**src/hdl/trilinear_grid_interpolator_unit_macros.svh**
```systemverilog
// Assertion macros shared by the trilinear grid interpolator RTL
`ifndef TRILINEAR_GRID_INTERPOLATOR_UNIT_MACROS_SVH
`define TRILINEAR_GRID_INTERPOLATOR_UNIT_MACROS_SVH

// Same-cycle implication, sampled on clk, off while rst_n is low
`define TG_ASSERT_IMPLIES(label, ante, cons, msg) \
    label: assert property (@(posedge clk) disable iff (!rst_n) (ante) |-> (cons)) \
        else $error(msg);

// Next-cycle implication, sampled on clk, off while rst_n is low
`define TG_ASSERT_NEXT(label, ante, cons, msg) \
    label: assert property (@(posedge clk) disable iff (!rst_n) (ante) |=> (cons)) \
        else $error(msg);

`endif

```
**src/hdl/tg_pkg.sv**
```systemverilog
// Types, constants and widths shared by the trilinear grid interpolator
package tg_pkg;

    localparam int unsigned GRID_SIZE_DEF = 32;
    localparam int unsigned STORE_DEPTH   = 32768;
    localparam int unsigned ADDR_W        = $clog2(STORE_DEPTH);
    localparam int unsigned SAMPLE_W      = 16;
    localparam int unsigned COORD_W       = 20;
    localparam int unsigned FRAC_BITS     = 16;
    localparam int unsigned VAL_W         = 32;
    localparam int unsigned DIFF_W        = VAL_W + 1;
    localparam int unsigned MULB_W        = FRAC_BITS + 1;
    localparam int unsigned PROD_W        = DIFF_W + MULB_W;
    localparam int unsigned SUM_W         = PROD_W + 2;
    localparam int unsigned ROUND_HALF    = 32768;
    localparam int unsigned CORNERS       = 8;
    localparam int unsigned CORNER_W      = $clog2(CORNERS);
    localparam int unsigned LAST_STEP     = 6;
    localparam int unsigned X_STEPS       = 4;
    localparam int unsigned Y_STEPS_END   = 6;
    localparam int unsigned STEP_W        = 3;

    typedef enum logic {
        KIND_WRITE = 1'b0,
        KIND_QUERY = 1'b1
    } kind_t;

    typedef struct packed {
        kind_t                        kind;
        logic [ADDR_W-1:0]            sample_index;
        logic signed [SAMPLE_W-1:0]   sample_value;
        logic signed [COORD_W-1:0]    coord_x;
        logic signed [COORD_W-1:0]    coord_y;
        logic signed [COORD_W-1:0]    coord_z;
    } req_t;

    typedef struct packed {
        logic signed [SAMPLE_W-1:0]   distance;
        logic                         saturated;
    } rsp_t;

    typedef enum logic [3:0] {
        ST_IDLE,
        ST_SCALE,
        ST_FETCH,
        ST_FLUSH,
        ST_DIFF,
        ST_MUL_LO,
        ST_MUL_HI,
        ST_SUM,
        ST_ROUND,
        ST_DELIVER
    } state_t;

    typedef struct packed {
        logic diff_en;
        logic mul_lo_en;
        logic mul_hi_en;
    } blend_ctl_t;

endpackage

```
**src/hdl/tg_blend.sv**
```systemverilog
// Shared blend unit: r = round(a + (b - a) * t / 2^16), clipped to 32 bits
module tg_blend #(
    parameter int unsigned T_W = 28
) (
    input  logic                              clk,
    input  tg_pkg::blend_ctl_t                ctl,
    input  logic signed [tg_pkg::VAL_W-1:0]   a,
    input  logic signed [tg_pkg::VAL_W-1:0]   b,
    input  logic signed [T_W-1:0]             weight,
    output logic signed [tg_pkg::VAL_W-1:0]   r,
    output logic                              r_sat
);

    logic signed [tg_pkg::DIFF_W-1:0] diff_reg;
    logic signed [tg_pkg::MULB_W-1:0] mul_b;
    logic signed [tg_pkg::PROD_W-1:0] prod;
    logic signed [tg_pkg::PROD_W-1:0] p_lo_reg;
    logic signed [tg_pkg::PROD_W-1:0] p_hi_reg;
    logic signed [tg_pkg::PROD_W:0]   lo_round;
    logic signed [tg_pkg::PROD_W:0]   lo_part;
    logic signed [tg_pkg::SUM_W-1:0]  sum;
    logic                             fits;

    // low pass takes the unsigned fraction bits, high pass the signed integer part
    always_comb
    begin
        if (ctl.mul_lo_en)
        begin
            mul_b = $signed({1'b0, weight[tg_pkg::FRAC_BITS-1:0]});
        end
        else
        begin
            mul_b = tg_pkg::MULB_W'($signed(weight[T_W-1:tg_pkg::FRAC_BITS]));
        end
    end

    assign prod = diff_reg * mul_b;

    always_ff @(posedge clk)
    begin
        if (ctl.diff_en)
        begin
            diff_reg <= tg_pkg::DIFF_W'(b) - tg_pkg::DIFF_W'(a);
        end
        if (ctl.mul_lo_en)
        begin
            p_lo_reg <= prod;
        end
        if (ctl.mul_hi_en)
        begin
            p_hi_reg <= prod;
        end
    end

    // floor((a*2^16 + d*t + half) / 2^16) = a + d*t_hi + floor((d*t_lo + half) / 2^16)
    assign lo_round = (tg_pkg::PROD_W + 1)'(p_lo_reg)
                    + (tg_pkg::PROD_W + 1)'(tg_pkg::ROUND_HALF);
    assign lo_part  = lo_round >>> tg_pkg::FRAC_BITS;
    assign sum      = tg_pkg::SUM_W'(a) + tg_pkg::SUM_W'(p_hi_reg)
                    + tg_pkg::SUM_W'(lo_part);

    assign fits  = (&sum[tg_pkg::SUM_W-1:tg_pkg::VAL_W-1])
                 | ~(|sum[tg_pkg::SUM_W-1:tg_pkg::VAL_W-1]);
    assign r_sat = ~fits;

    always_comb
    begin
        if (fits)
        begin
            r = sum[tg_pkg::VAL_W-1:0];
        end
        else if (sum[tg_pkg::SUM_W-1])
        begin
            r = $signed({1'b1, {(tg_pkg::VAL_W-1){1'b0}}});
        end
        else
        begin
            r = $signed({1'b0, {(tg_pkg::VAL_W-1){1'b1}}});
        end
    end

endmodule

```
**config.mk**
```make
export PLATFORM = sky130hd
export DESIGN_NAME = tg_blend
export DESIGN_NICKNAME = d
export VERILOG_FILES = /design/src/hdl/trilinear_grid_interpolator_unit_macros.svh /design/src/hdl/tg_pkg.sv /design/src/hdl/tg_blend.sv
export SDC_FILE = /design/constraint.sdc
export NUM_CORES = 2
export LEC_CHECK = 0
export ABC_AREA = 1
export BUFFER_PORTS_ARGS = -buffer_cell sky130_fd_sc_hd__buf_2
export CELL_PAD_IN_SITES_DETAIL_PLACEMENT = 2
export CELL_PAD_IN_SITES_GLOBAL_PLACEMENT = 2
export CORE_UTILIZATION = 42
export DETAILED_ROUTE_END_ITERATION = 8
export PLACE_DENSITY_LB_ADDON = 0.3
export SLEW_MARGIN = 10
export SYNTH_ARGS = -nofsm -noshare
export SYNTH_HDL_FRONTEND = slang
export SYNTH_SLANG_ARGS = --single-unit
```
**constraint.sdc**
```tcl
create_clock -name clk -period 12.5 [get_ports clk]
set_input_delay 1.25 -clock clk [delete_from_list [all_inputs] [get_ports clk]]
set_output_delay 1.25 -clock clk [all_outputs]
set_load 0.05 [all_outputs]
```
==> key figures <==
Floorplanning
  – Die Ht: 278 um
  – Die area: approximately 0.077 mm2
  – Initial Utilization: between 40% and 50%
  – Num ports: 129
  – Rows: 100
  – Core ar.: approximately 0.075 mm2
  – Chip width: 278 um

Logic synthesis
  – Share of the synthesized area in the top cell type: a little under two fifths
  – Post-Syn Area: ~0.032 mm2
  – Synth cell types: between 40 and 50
  – Flops & latches, synth: roughly 120
  – Syn Area/Cell: ~7.6 um2
  – Syn nets: roughly 5,100
  – EDFF count, synth: 118
  – Async SR Flop Fraction: 0%
  – Cells after synthesis: ~4,200
  – Post-synth top flop: edfxtp_1
  – Top cells by count, synth: inv_1, nand2_1, fa_1, nor2_1, ha_1
  – Post-synth top area cell: fa_1
  – Seq/Total Area, Yosys: around 11%
  – Synth warn: 0
  – Top post-synthesis cells by area: fa_1, inv_1, nand2_1, edfxtp_1, ha_1
  – Dominant cell by count in the synthesized netlist: inv_1

Detailed routing
  – Post-route DRC: 0
  – First-pass DRT Iterations: 5
  – Drt via density: slightly below 6
  – WL final: around 160,000 um
  – DRT antenna net count: 0
  – Initial DRC Count: 2,090
  – Via Count: 30,600
  – Drt wl/cell: around 31 um

Timing
  – Final Hold Vio Count: 0
  – Worst slew margin: 20.6%
  – Setup ws final: approximately 1800 ps
  – Setup_tns: 0 ps
  – Fin crit share: a little under nine tenths
  – Minimum clock period: 10,690 ps
  – Fmax: slightly above 0.09 GHz
  – RSZ-0062 raised after global routing: no
  – Final setup violating endpoints: 0
  – Slew Viols, Final: 0
  – Setup Skew: roughly 15 ps
  – Slew @ Worst Pin: about 1200 ps

Global routing
  – Pin count of the biggest net entering global routing: just over 50
  – First-pass GRT wire length: about 240,000 um
  – GRT overflow: 0
  – Initial antenna violation count: 2
  – Vias in the first global route: 36,600
  – GRT Total Usage: about 43%

Run status
  – Status: complete, no violations

Clocking
  – CTS tree: built
  – # hold bufs at CTS: 0
  – CTS Buf Count: 17
  – Reg clk slew, reported paths: ~70 ps
  – Clock sink count: roughly 120
  – Root Buffer: clkbuf_16
  – CTS max path bufs: 2
  – Post-CTS setup buffer count: 0
  – H-tree Lvls: 4
  – Post-cts sizing count: 0
  – Worst-Skew Late Latency: roughly 450 ps

Placed design
  – Port bufs: 128
  – RePlAce Congestion: between 0.9 and 1
  – Post-DP HPWL: roughly 130,000 um
  – Dpl ws: ~2000 ps
  – Placed Cells: 5,247

Min path
  – Hold/Removal Path Class: input pin to flop

Layout
  – Max reg flops: 50
  – Final net count: 5,181
  – Fin cells: 5,281
  – Layout area overhead: 7.31%
  – Share of layout cells above drive strength 1: 6.50%

Worst setup path
  – CP Buf/Inv Count: 10
  – Worst path max stage delay: around 920 ps
  – Arrival time at the worst endpoint: ~11,000 ps
  – CP max-delay cell: clkinv_1
  – Crit path max fanout: 28
  – CP Launch Type: input pin
  – Category of the critical setup timing path: input pin to flop
  – Crit path required time: around 13,000 ps
  – Crit. End Element: flop
  – Family with the most delay on the worst path: adder cells

Flow run
  – Max-Cap Viols: 0
-- placed cells by master (no fill, tap or decap), types with 5 or more instances in the layout --
master        n
nor2_1      437
and2_1        6
o31ai_1       5
o21a_1       10
nor2_4        8
buf_2       128
nand2_1     986
clkinv_1     15
fa_1        588
nor2_2       18
inv_6         9
xor2_1       90
nand3b_1      5
clkbuf_16    17
nand3_2       9
a31oi_1      10
nand2_2      17
nand4_1      41
o21ai_0      62
nor4_1        9
nor3_2        6
or2_2        19
a21o_1        9
edfxtp_1    118
buf_4        30
a21boi_0      6
inv_2         9
nor3_1       28
a21oi_1     132
xnor2_1      46
ha_1        200
inv_1      1120
o21bai_1      7
nand3_1      78
-- worst register-to-register path, stage by stage (launching register included) --
cell and delay, ps:
edfxtp_1 500, inv_1 550, nor2_1 250, fa_1 650, fa_1 960, fa_1 610, fa_1 560, inv_1 60
fa_1 460, fa_1 590, inv_1 80, ha_1 350, inv_1 110, nor3_1 320, nand2_1 160, nor4_1 880
nand3_1 490, o2111ai_1 220, xor2_1 320
-- cell families after synthesis --
group	count (synthesis)	synth area share, %
AOI/OAI and AO/OA	263	4.61
adders and majority gates	788	44.6
and+or+nand+nor	1669	21.4
xor gates and xnor gates	136	3.72
muxes	2	0.0626
DFF	118	11.1
buffers and inverters	1225	14.5
-- layer usage --
| metal | part of all wire (%) | track usage [%] | wire length (um) |
|---|---|---|---|
| met5 | 0 | 0 | 0 |
| met4 | 9.5 | 34.6 | 15300 |
| met1 | 34 | 44.8 | 55700 |
| met2 | 50 | 74.6 | 80500 |
| met3 | 6.7 | 7.78 | 10800 |
-- metrics by stage --
stage	hold slack (ps)	cell area [um2]	util [%]
detailed placement	1420	33800	45.0
global route	1340	34300	45.8
finish	1320	34300	45.8
global placement	1350	33800	45.0
CTS	1310	34300	45.8
floorplan	646	32000	-
-- cell type report --
cell class                 instances  area (um2)
clock inverter                    15         155
antenna                            2        5.00
clock buffer                      17         425
timing repair buffer             158         866
tap                              969        1210
inverter                        1144        4290
fill                            8721       40600
sequential                       118        3540
multi-input combinational       2858       23800
-- path summary, 6_finish.rpt --
path	start	end	slack, ps	cells after the start
worst max register to register	diff_reg[32]	p_hi_reg[49]	4140	18
worst min register to register	diff_reg[0]	p_hi_reg[0]	1540	2
worst max-delay path	ctl[1]	p_lo_reg[45]	1810	31
worst min-delay path	a[1]	diff_reg[1]	1320	3
Power is left out: the tool's default activity adds up to more than one toggle a clock period on the data nets, which glitch-free logic cannot reach.
