[src/hdl/trilinear_grid_interpolator_unit_macros.svh]
// Assertion macros shared by the trilinear grid interpolator RTL
`ifndef TRILINEAR_GRID_INTERPOLATOR_UNIT_MACROS_SVH
`define TRILINEAR_GRID_INTERPOLATOR_UNIT_MACROS_SVH

// Same-cycle implication, sampled on clk, off while rst_n is low
`define TG_ASSERT_IMPLIES(label, ante, cons, msg) \
    label: assert property (@(posedge clk) disable iff (!rst_n) (ante) |-> (cons)) \
        else $error(msg);

// Next-cycle implication, sampled on clk, off while rst_n is low
`define TG_ASSERT_NEXT(label, ante, cons, msg) \
    label: assert property (@(posedge clk) disable iff (!rst_n) (ante) |=> (cons)) \
        else $error(msg);

`endif

[src/hdl/tg_pkg.sv]
// Types, constants and widths shared by the trilinear grid interpolator
package tg_pkg;

    localparam int unsigned GRID_SIZE_DEF = 32;
    localparam int unsigned STORE_DEPTH   = 32768;
    localparam int unsigned ADDR_W        = $clog2(STORE_DEPTH);
    localparam int unsigned SAMPLE_W      = 16;
    localparam int unsigned COORD_W       = 20;
    localparam int unsigned FRAC_BITS     = 16;
    localparam int unsigned VAL_W         = 32;
    localparam int unsigned DIFF_W        = VAL_W + 1;
    localparam int unsigned MULB_W        = FRAC_BITS + 1;
    localparam int unsigned PROD_W        = DIFF_W + MULB_W;
    localparam int unsigned SUM_W         = PROD_W + 2;
    localparam int unsigned ROUND_HALF    = 32768;
    localparam int unsigned CORNERS       = 8;
    localparam int unsigned CORNER_W      = $clog2(CORNERS);
    localparam int unsigned LAST_STEP     = 6;
    localparam int unsigned X_STEPS       = 4;
    localparam int unsigned Y_STEPS_END   = 6;
    localparam int unsigned STEP_W        = 3;

    typedef enum logic {
        KIND_WRITE = 1'b0,
        KIND_QUERY = 1'b1
    } kind_t;

    typedef struct packed {
        kind_t                        kind;
        logic [ADDR_W-1:0]            sample_index;
        logic signed [SAMPLE_W-1:0]   sample_value;
        logic signed [COORD_W-1:0]    coord_x;
        logic signed [COORD_W-1:0]    coord_y;
        logic signed [COORD_W-1:0]    coord_z;
    } req_t;

    typedef struct packed {
        logic signed [SAMPLE_W-1:0]   distance;
        logic                         saturated;
    } rsp_t;

    typedef enum logic [3:0] {
        ST_IDLE,
        ST_SCALE,
        ST_FETCH,
        ST_FLUSH,
        ST_DIFF,
        ST_MUL_LO,
        ST_MUL_HI,
        ST_SUM,
        ST_ROUND,
        ST_DELIVER
    } state_t;

    typedef struct packed {
        logic diff_en;
        logic mul_lo_en;
        logic mul_hi_en;
    } blend_ctl_t;

endpackage

[src/hdl/tg_axis.sv]
// Low corner and fractional weight of one scaled query coordinate
module tg_axis #(
    parameter int unsigned GRID_SIZE = tg_pkg::GRID_SIZE_DEF,
    parameter int unsigned G_W       = 27,
    parameter int unsigned T_W       = 28,
    parameter int unsigned IDX_W     = 5
) (
    input  logic signed [G_W-1:0] scaled,
    output logic [IDX_W-1:0]      lo,
    output logic signed [T_W-1:0] weight
);

    localparam int unsigned FW  = G_W - tg_pkg::FRAC_BITS;
    localparam int unsigned NM2 = GRID_SIZE - 2;

    logic [FW-1:0]  flr;
    logic [T_W-1:0] lo_ext;

    // floor of the scaled value is its integer part
    assign flr = scaled[G_W-1:tg_pkg::FRAC_BITS];

    always_comb
    begin
        if (flr[FW-1])
        begin
            lo = '0;
        end
        else if (flr > FW'(NM2))
        begin
            lo = IDX_W'(NM2);
        end
        else
        begin
            lo = flr[IDX_W-1:0];
        end
    end

    // weight relative to the clamped corner, may leave 0..1 to extrapolate
    assign lo_ext = T_W'(lo) << tg_pkg::FRAC_BITS;
    assign weight = $signed({scaled[G_W-1], scaled} - lo_ext);

endmodule

[config.mk]
export PLATFORM = sky130hd
export DESIGN_NAME = tg_axis
export DESIGN_NICKNAME = d
export VERILOG_FILES = /design/src/hdl/trilinear_grid_interpolator_unit_macros.svh /design/src/hdl/tg_pkg.sv /design/src/hdl/tg_axis.sv
export SDC_FILE = /design/constraint.sdc
export NUM_CORES = 1
export LEC_CHECK = 0
export ABC_AREA = 0
export BUFFER_PORTS_ARGS = -buffer_cell sky130_fd_sc_hd__buf_2
export CAP_MARGIN = 20
export CORE_MARGIN = 2
export CORE_UTILIZATION = 38
export DETAILED_ROUTE_END_ITERATION = 8
export PLACE_DENSITY_LB_ADDON = 0.05
export SYNTH_ARGS = -nofsm -noshare
export SYNTH_HDL_FRONTEND = slang
export SYNTH_SLANG_ARGS = --single-unit
[constraint.sdc]
create_clock -name vclk -period 3.5
set_input_delay 0.35 -clock vclk [all_inputs]
set_output_delay 0.35 -clock vclk [all_outputs]
set_load 0.02 [all_outputs]
==> results of run 1 <==
-- kinds of logic (layout without fill, tap and decap cells) --
family                   Yosys count  in the layout  share of synthesized area, %
AO/OA/AOI/OAI                     25             25                          28.7
adder cells (fa/ha/maj)            2              2                          4.13
XOR/XNOR                           3              3                          4.34
multiplexers                       1              1                          1.65
AND/OR/NAND/NOR                   40             40                          33.7
buffers and inverters             28             37                          27.5
-- path summary, 6_finish.rpt --
path / startpoint / end / depth (start not counted)
worst max-delay path: scaled[22] / weight[20] / 13
worst min-delay path: scaled[12] / weight[12] / 0
-- through the flow --
step	instances	setup TNS, ns	setup slack (ns)	cell area [um^2]
2_1_floorplan	99	-0.0644	-0.0644	661
3_3_place_gp	123	0	0.00936	698
3_5_place_dp	123	-0.0299	-0.0299	698
4_1_cts	123	0	0.0309	707
5_1_grt	124	0	0.0108	736
6_report	124	0	0.201	736
-- power groups by stage --
stage	Clock, mW	Combinational (mW)	Sequential, mW
finish	0	0.100	0
global route	0	0.110	0
CTS	0	0.0973	0
detailed placement	0	0.0958	0
global placement	0	0.0953	0
floorplan	0	0.0917	0
-- synth_stat cells, drive strengths merged, types with 2 or more instances --
| library cell | instances |
|---|---|
| nand2b | 3 |
| nor3 | 4 |
| buf | 17 |
| a221oi | 2 |
| xnor2 | 3 |
| ha | 2 |
| clkbuf | 7 |
| or3 | 2 |
| nor2 | 19 |
| a21o | 2 |
| nor4 | 3 |
| inv | 4 |
| a21oi | 5 |
| nand2 | 3 |
| a31oi | 3 |
| o21ai | 3 |
| or4 | 2 |
-- critical path: stages --
cell	delay (ns)
buf_2	0.14
nor4_4	0.33
nand2b_1	0.11
or3_1	0.41
nor3_4	0.18
ha_1	0.18
inv_1	0.10
ha_4	0.21
inv_1	0.10
nor2_1	0.12
a32o_1	0.32
a221oi_4	0.21
buf_4	0.17
-- metal layers --
| layer | GRT usage [%] | up-vias | wire, um |
|---|---|---|---|
| met3 | 0.417 | 8 | 133 |
| met4 | 4.24 | 0 | 24 |
| li1 | - | 359 | - |
| met1 | 23.6 | 330 | 724 |
| met2 | 25.9 | 28 | 704 |
| met5 | 0 | - | 0 |
-- final cells by class --
cell class,instances,area (um^2),share of cell area (%)
multi-input cells,71,520,70.7
repair buffers,33,180,24.5
well taps,16,20.0,2.72
inverters,4,15.0,2.04
-- repair_timing --
item | 4_1_cts | 5_1_grt
buffers inserted | 0 | 1
resized for setup | 1 | 4
setup endpoints to repair | 1 | 3
pin swaps | 0 | 1
==> flow_summary.ini, run 1 <==
[min_path]
hold_class = input port to output port

[yosys]
ys_types = 35
syn_nets = 128
yosysTopAreaCellShare_pct = 19.8
netlist_instances = 99
postSynthAreaPerCell_um2 = 6.12
synth_area_um2 = 606
seq_area_frac_synth_pct = 0
yosys.area.top_type = buf_4
yosysWarningCount = 0
synth.area.top_cells = buf_4, nor2_1, clkbuf_1, xnor2_1, a21oi_1

[floorplanning]
io-pin-count = 60
die_w_um = 43.9
fp.dieArea_um2 = 1930
rows = 14
start_util_pct = 40.2
fp.dieH_um = 43.9
core_um2 = 1510

[setup_path]
critical_path_arrival_ns = 2.95
worstPathMaxFanout = 10
cp-end-kind = output port
crit_path_start_kind = input port
crit_type = input port to output port
required_ns = 3.15

[global_route]
grt_pass1_vias = 552
grt_pass1_wl_um = 2500
antenna_found_initial = 0
gr-total-overflow = 0
grt_max_degree = 25
grtUsageTotal_pct = 16.2

[power]
p_seq_share_pct = 0
p_per_area_nw_per_um2 = 136
power.switching_mw = 0.0618
intPower_mw = 0.0385
p_total_mw = 0.100
vdd_drop_max_v = 0.0000516
pwr-share-comb_pct = 100.0
swShare_pct = 61.6
total_leakage_power_nw = 0.327
p_clk_share_pct = 0

[cells_and_area]
num-nets-final = 139
clock_buffers = 0
synthToLayoutAreaGrowth_pct = 21.5
final_common_cell = buf_2
final_core_util_pct = 48.8
ff_latch_area_um2 = 0
num-fill-cells = 156
final_cell_mix = buf_2, nor2_1, buf_4
seq_cells = 0
diodes = 0
drive_gt1_share_pct = 37.0

[timing]
period_minus_slack_ns = 3.30
fin_hold_ws_ns = 0.700
period_share_pct = 94.2
max_clock_freq_mhz = 303
finalSetupViolations = 0
slew_viol_final = 0
worstMarginPinSlew_ns = 0.473
hold_violations = 0
rsz0062_at_grt = no
max-slew-margin-rel_pct = 68.4

[detailed_routing]
routedWlPerCell_um = 12.8
drt-total-wl_um = 1590
avgViaCountPerCell = 5.85
drc = 0
ant_nets = 0
vias = 725
drt_iter0_drc = 19
firstDrtPassIters = 4

[place]
gp_routability_congestion = 0.750
io_buffer_count = 28
hpwl_um = 1230

[outcome]
status = complete, no violations

[clocking]
hold_buffers = 0

[flow_run]
drv_cap = 0
Power figures use the tool's default switching activity.
==> inputs of run 2 (changes only) <==
Settings changed: PLACE_DENSITY set to 0.92, PLACE_DENSITY_LB_ADDON 0.05 to not set.
==> flow_summary.ini, run 2 (synthesis gave the netlist of run 1 again) <==
[outcome]
status = complete, no violations

[timing]
period_minus_slack_ns = 3.34
finalSetupViolations = 0
max-slew-margin-rel_pct = 68.9
max_clock_freq_mhz = 300
slew_viol_final = 0
worstMarginPinSlew_ns = 0.465
rsz0062_at_grt = no
hold_violations = 0
period_share_pct = 95.4

[place]
hpwl_um = 1280
io_buffer_count = 28
gp_routability_congestion = 0.846

[floorplanning]
core_um2 = 1510
fp.dieArea_um2 = 1930
io-pin-count = 60
rows = 14
die_w_um = 43.9
start_util_pct = 40.2
fp.dieH_um = 43.9

[detailed_routing]
avgViaCountPerCell = 5.84
routedWlPerCell_um = 13.6
drt_iter0_drc = 9
ant_nets = 0
drc = 0
vias = 718
drt-total-wl_um = 1680
firstDrtPassIters = 4

[min_path]
hold_class = input port to output port
min-delay-start = scaled[11]
hold_depth = 0
hold_end = weight[11]

[flow_run]
drv_cap = 0

[global_route]
gr-total-overflow = 0
grtUsageTotal_pct = 16.9
grt_pass1_vias = 596
grt_pass1_wl_um = 2680
antenna_found_initial = 0
grt_max_degree = 25

[cells_and_area]
final_cell_mix = buf_2, nor2_1, a21oi_1
num-nets-final = 138
clock_buffers = 0
num-fill-cells = 151
drive_gt1_share_pct = 37.4
diodes = 0
final_common_cell = buf_2
synthToLayoutAreaGrowth_pct = 19.0
seq_cells = 0
final_core_util_pct = 47.8
multiInputGateArea_um2 = 515
ff_latch_area_um2 = 0

[setup_path]
crit_path_start_kind = input port
worstPathMaxFanout = 10
cp-end-kind = output port
critical_path_arrival_ns = 2.99
crit_type = input port to output port
required_ns = 3.15

[power]
p_total_mw = 0.0992
p_per_area_nw_per_um2 = 138
total_leakage_power_nw = 0.320
vdd_drop_max_v = 0.0000811

[clocking]
hold_buffers = 0
-- run 2: through the flow --
step                cells  instance area [um^2]  hold WS, ns  worst slack, ns  setup TNS (ns)
floorplan              99                   661        0.768          -0.0644         -0.0644
global placement      123                   698        0.700           0.0901               0
detailed placement    123                   698        0.700           0.0226               0
CTS                   123                   698        0.700           0.0117               0
global route          123                   721        0.700          0.00426               0
finish                123                   721        0.700            0.162               0
-- run 2: worst max path at each step --
stage | from | to | slack [ns] | cells after the start
after CTS | scaled[24] | weight[20] | 0.01 | 13
after global placement | scaled[24] | weight[20] | 0.09 | 13
after floorplan | scaled[24] | weight[20] | -0.06 | 14
final | scaled[24] | weight[20] | 0.16 | 13
after global routing | scaled[24] | weight[20] | 0.004 | 13
after detailed placement | scaled[24] | weight[20] | 0.02 | 13
-- run 2: report_power, final --
part / switching [mW] / internal (mW) / total (mW)
sequential: 0 / 0 / 0
clock: 0 / 0 / 0
combinational: 0.0625 / 0.0366 / 0.0992
-- run 2: critical path, cell delays in order --
cell and delay (ns):
buf_2 0.14, nor4_4 0.32, nand2b_1 0.13, or3_4 0.40, nor3_4 0.17, ha_1 0.18, inv_1 0.08, ha_2 0.25
inv_1 0.11, nor2_1 0.12, a32o_1 0.32, a221oi_4 0.20, buf_2 0.20
-- run 2: per-layer routing --
metal / track usage (%) / vias to the layer above / share of wire, %
met5: 0 / - / 0
met4: 3.03 / 0 / 0.78
met3: 2.50 / 4 / 9.1
met2: 27.6 / 35 / 47
met1: 23.5 / 324 / 43
li1: - / 355 / -
-- run 2: what timing repair did --
| action | 4_1_cts | 5_1_grt |
|---|---|---|
| endpoints found under the setup margin | 0 | 3 |
| resized for setup | 0 | 4 |
| buffers inserted | 0 | 0 |
-- run 2: cell type report --
cell class         count  share of cell area (%)
well taps             16                    2.78
multi-input cells     71                    71.5
repair buffers        32                    23.6
inverters              4                    2.08
==> inputs of run 3 (changes only) <==
Settings changed: ABC_AREA 0 to 1, CORE_UTILIZATION 38 to 40, PLACE_DENSITY 0.92 to 0.9.
==> flow_summary.ini, run 3 <==
[outcome]
status = complete, no violations

[power]
p_per_area_nw_per_um2 = 150
intPower_mw = 0.0413
vdd_drop_max_v = 0.0000583
p_seq_share_pct = 0
total_leakage_power_nw = 0.456
p_clk_share_pct = 0
power.switching_mw = 0.0760
swShare_pct = 64.8
pwr-share-comb_pct = 100.0

[setup_path]
path_common_cell = nand2_1
crit_chain = buf_2, clkinv_2, nand2_1, nor2_1, nand3_2, nand2_4, inv_4, nor2_1, ha_1, inv_1, ha_1, nor2_1, inv_1, nand3_2, o21bai_4, nand2_2, nand2_1, nand2_1, nand2_1, buf_2
crit_slowest_cell = nor2_1
required_ns = 3.15
cp-end-kind = output port
crit_path_max_incr_delay_ns = 0.25
crit_type = input port to output port
worstPathMaxFanout = 11
critical_path_arrival_ns = 2.56
path_buf_inv = 6
critPathTopFamily = simple AND/OR/NAND/NOR gates
crit_path_start_kind = input port

[yosys]
yosysMostFrequentCell = nand2_1
synth_area_um2 = 741
ys_types = 25
synth_common_cells = nand2_1, inv_1, buf_4
yosys.area.top_type = nand2_1
seq_area_frac_synth_pct = 0
yosysWarningCount = 0
yosysTopAreaCellShare_pct = 16.7
synth.area.top_cells = nand2_1, buf_4, inv_1, nand3_2, nand2_2
postSynthAreaPerCell_um2 = 6.02
netlist_instances = 123
syn_nets = 152

[detailed_routing]
drt-total-wl_um = 1590
avgViaCountPerCell = 4.74
ant_nets = 0
drc = 0
routedWlPerCell_um = 10.0
firstDrtPassIters = 4
drt_iter0_drc = 20
vias = 753

[timing]
worstMarginPinSlew_ns = 0.285
period_minus_slack_ns = 2.91
hold_violations = 0
max-slew-margin-rel_pct = 80.9
finalSetupViolations = 0
period_share_pct = 83.0
max_clock_freq_mhz = 344
slew_viol_final = 0
fin_hold_ws_ns = 0.700
rsz0062_at_grt = no
setup-tns-final_ns = 0

[cells_and_area]
synthToLayoutAreaGrowth_pct = 5.41
drive_gt1_share_pct = 41.0
clock_buffers = 0
final_core_util_pct = 45.2
final_common_cell = nand2_1
num-fill-cells = 188
seq_cells = 0
ff_latch_area_um2 = 0
num-nets-final = 165
diodes = 0
final_cell_mix = nand2_1, buf_2, inv_1

[global_route]
gr-total-overflow = 0
antenna_found_initial = 0
grt_pass1_wl_um = 2410
grt_pass1_vias = 610
grt_max_degree = 12
grtUsageTotal_pct = 14.4

[floorplanning]
die_w_um = 47.0
io-pin-count = 60
start_util_pct = 42.9
rows = 15
fp.dieH_um = 47.0
fp.dieArea_um2 = 2210
core_um2 = 1730

[min_path]
hold_end = weight[2]
min-delay-start = scaled[2]
hold_depth = 0
hold_class = input port to output port

[clocking]
hold_buffers = 0
cts.repair.resized = 0
postCtsSetupRepairBufs = 0

[place]
hpwl_um = 1400
io_buffer_count = 28
gp_routability_congestion = 0.842

[flow_run]
drv_cap = 0
## run 3: worst max-delay path by stage
stage	start	endpoint	cells after the start
finish	scaled[26]	weight[24]	20
global route	scaled[26]	weight[24]	20
CTS	scaled[26]	weight[24]	20
detailed placement	scaled[26]	weight[24]	20
global placement	scaled[26]	weight[24]	20
floorplan	scaled[26]	weight[20]	16
## run 3: logic make-up (layout without fill, tap and decap cells)
group | count (synthesis) | in the layout | share of synthesized area (%)
xor+xnor | 3 | 3 | 3.55
compound gates | 8 | 8 | 9.63
buf+inv | 37 | 48 | 28.4
fa+ha+maj | 2 | 2 | 3.38
simple gates | 73 | 73 | 55.1
## run 3: per-layer routing
metal | track usage, % | share of wire [%] | wire, um | vias to the layer above
met5 | 0 | 0 | 0 | -
met4 | 2.78 | 0.82 | 13 | 0
met3 | 0.769 | 7.5 | 120 | 4
met2 | 25.2 | 51 | 813 | 25
met1 | 19.5 | 40 | 644 | 336
li1 | - | - | - | 388
## run 3: final cells by class
cell class / count / area [um^2] / share of cell area (%)
timing repair buffer: 28 / 140 / 17.9
multi-input combinational: 86 / 531 / 67.9
tap: 25 / 31.3 / 4.01
inverter: 20 / 78.8 / 10.1
## run 3: power by group through the flow
stage          clock, mW  sequential (mW)  combinational, mW
5_1_grt                0                0              0.129
3_5_place_dp           0                0              0.118
3_3_place_gp           0                0              0.115
4_1_cts                0                0              0.118
2_1_floorplan          0                0              0.112
6_report               0                0              0.117
## run 3: through the flow
step	area, um^2	total power [mW]	std cells	worst slack, ns
after global placement	781	0.115	159	0.646
after global routing	781	0.129	159	0.296
after detailed placement	781	0.118	159	0.584
after floorplan	741	0.112	123	0.635
after CTS	781	0.118	159	0.581
final	781	0.117	159	0.594
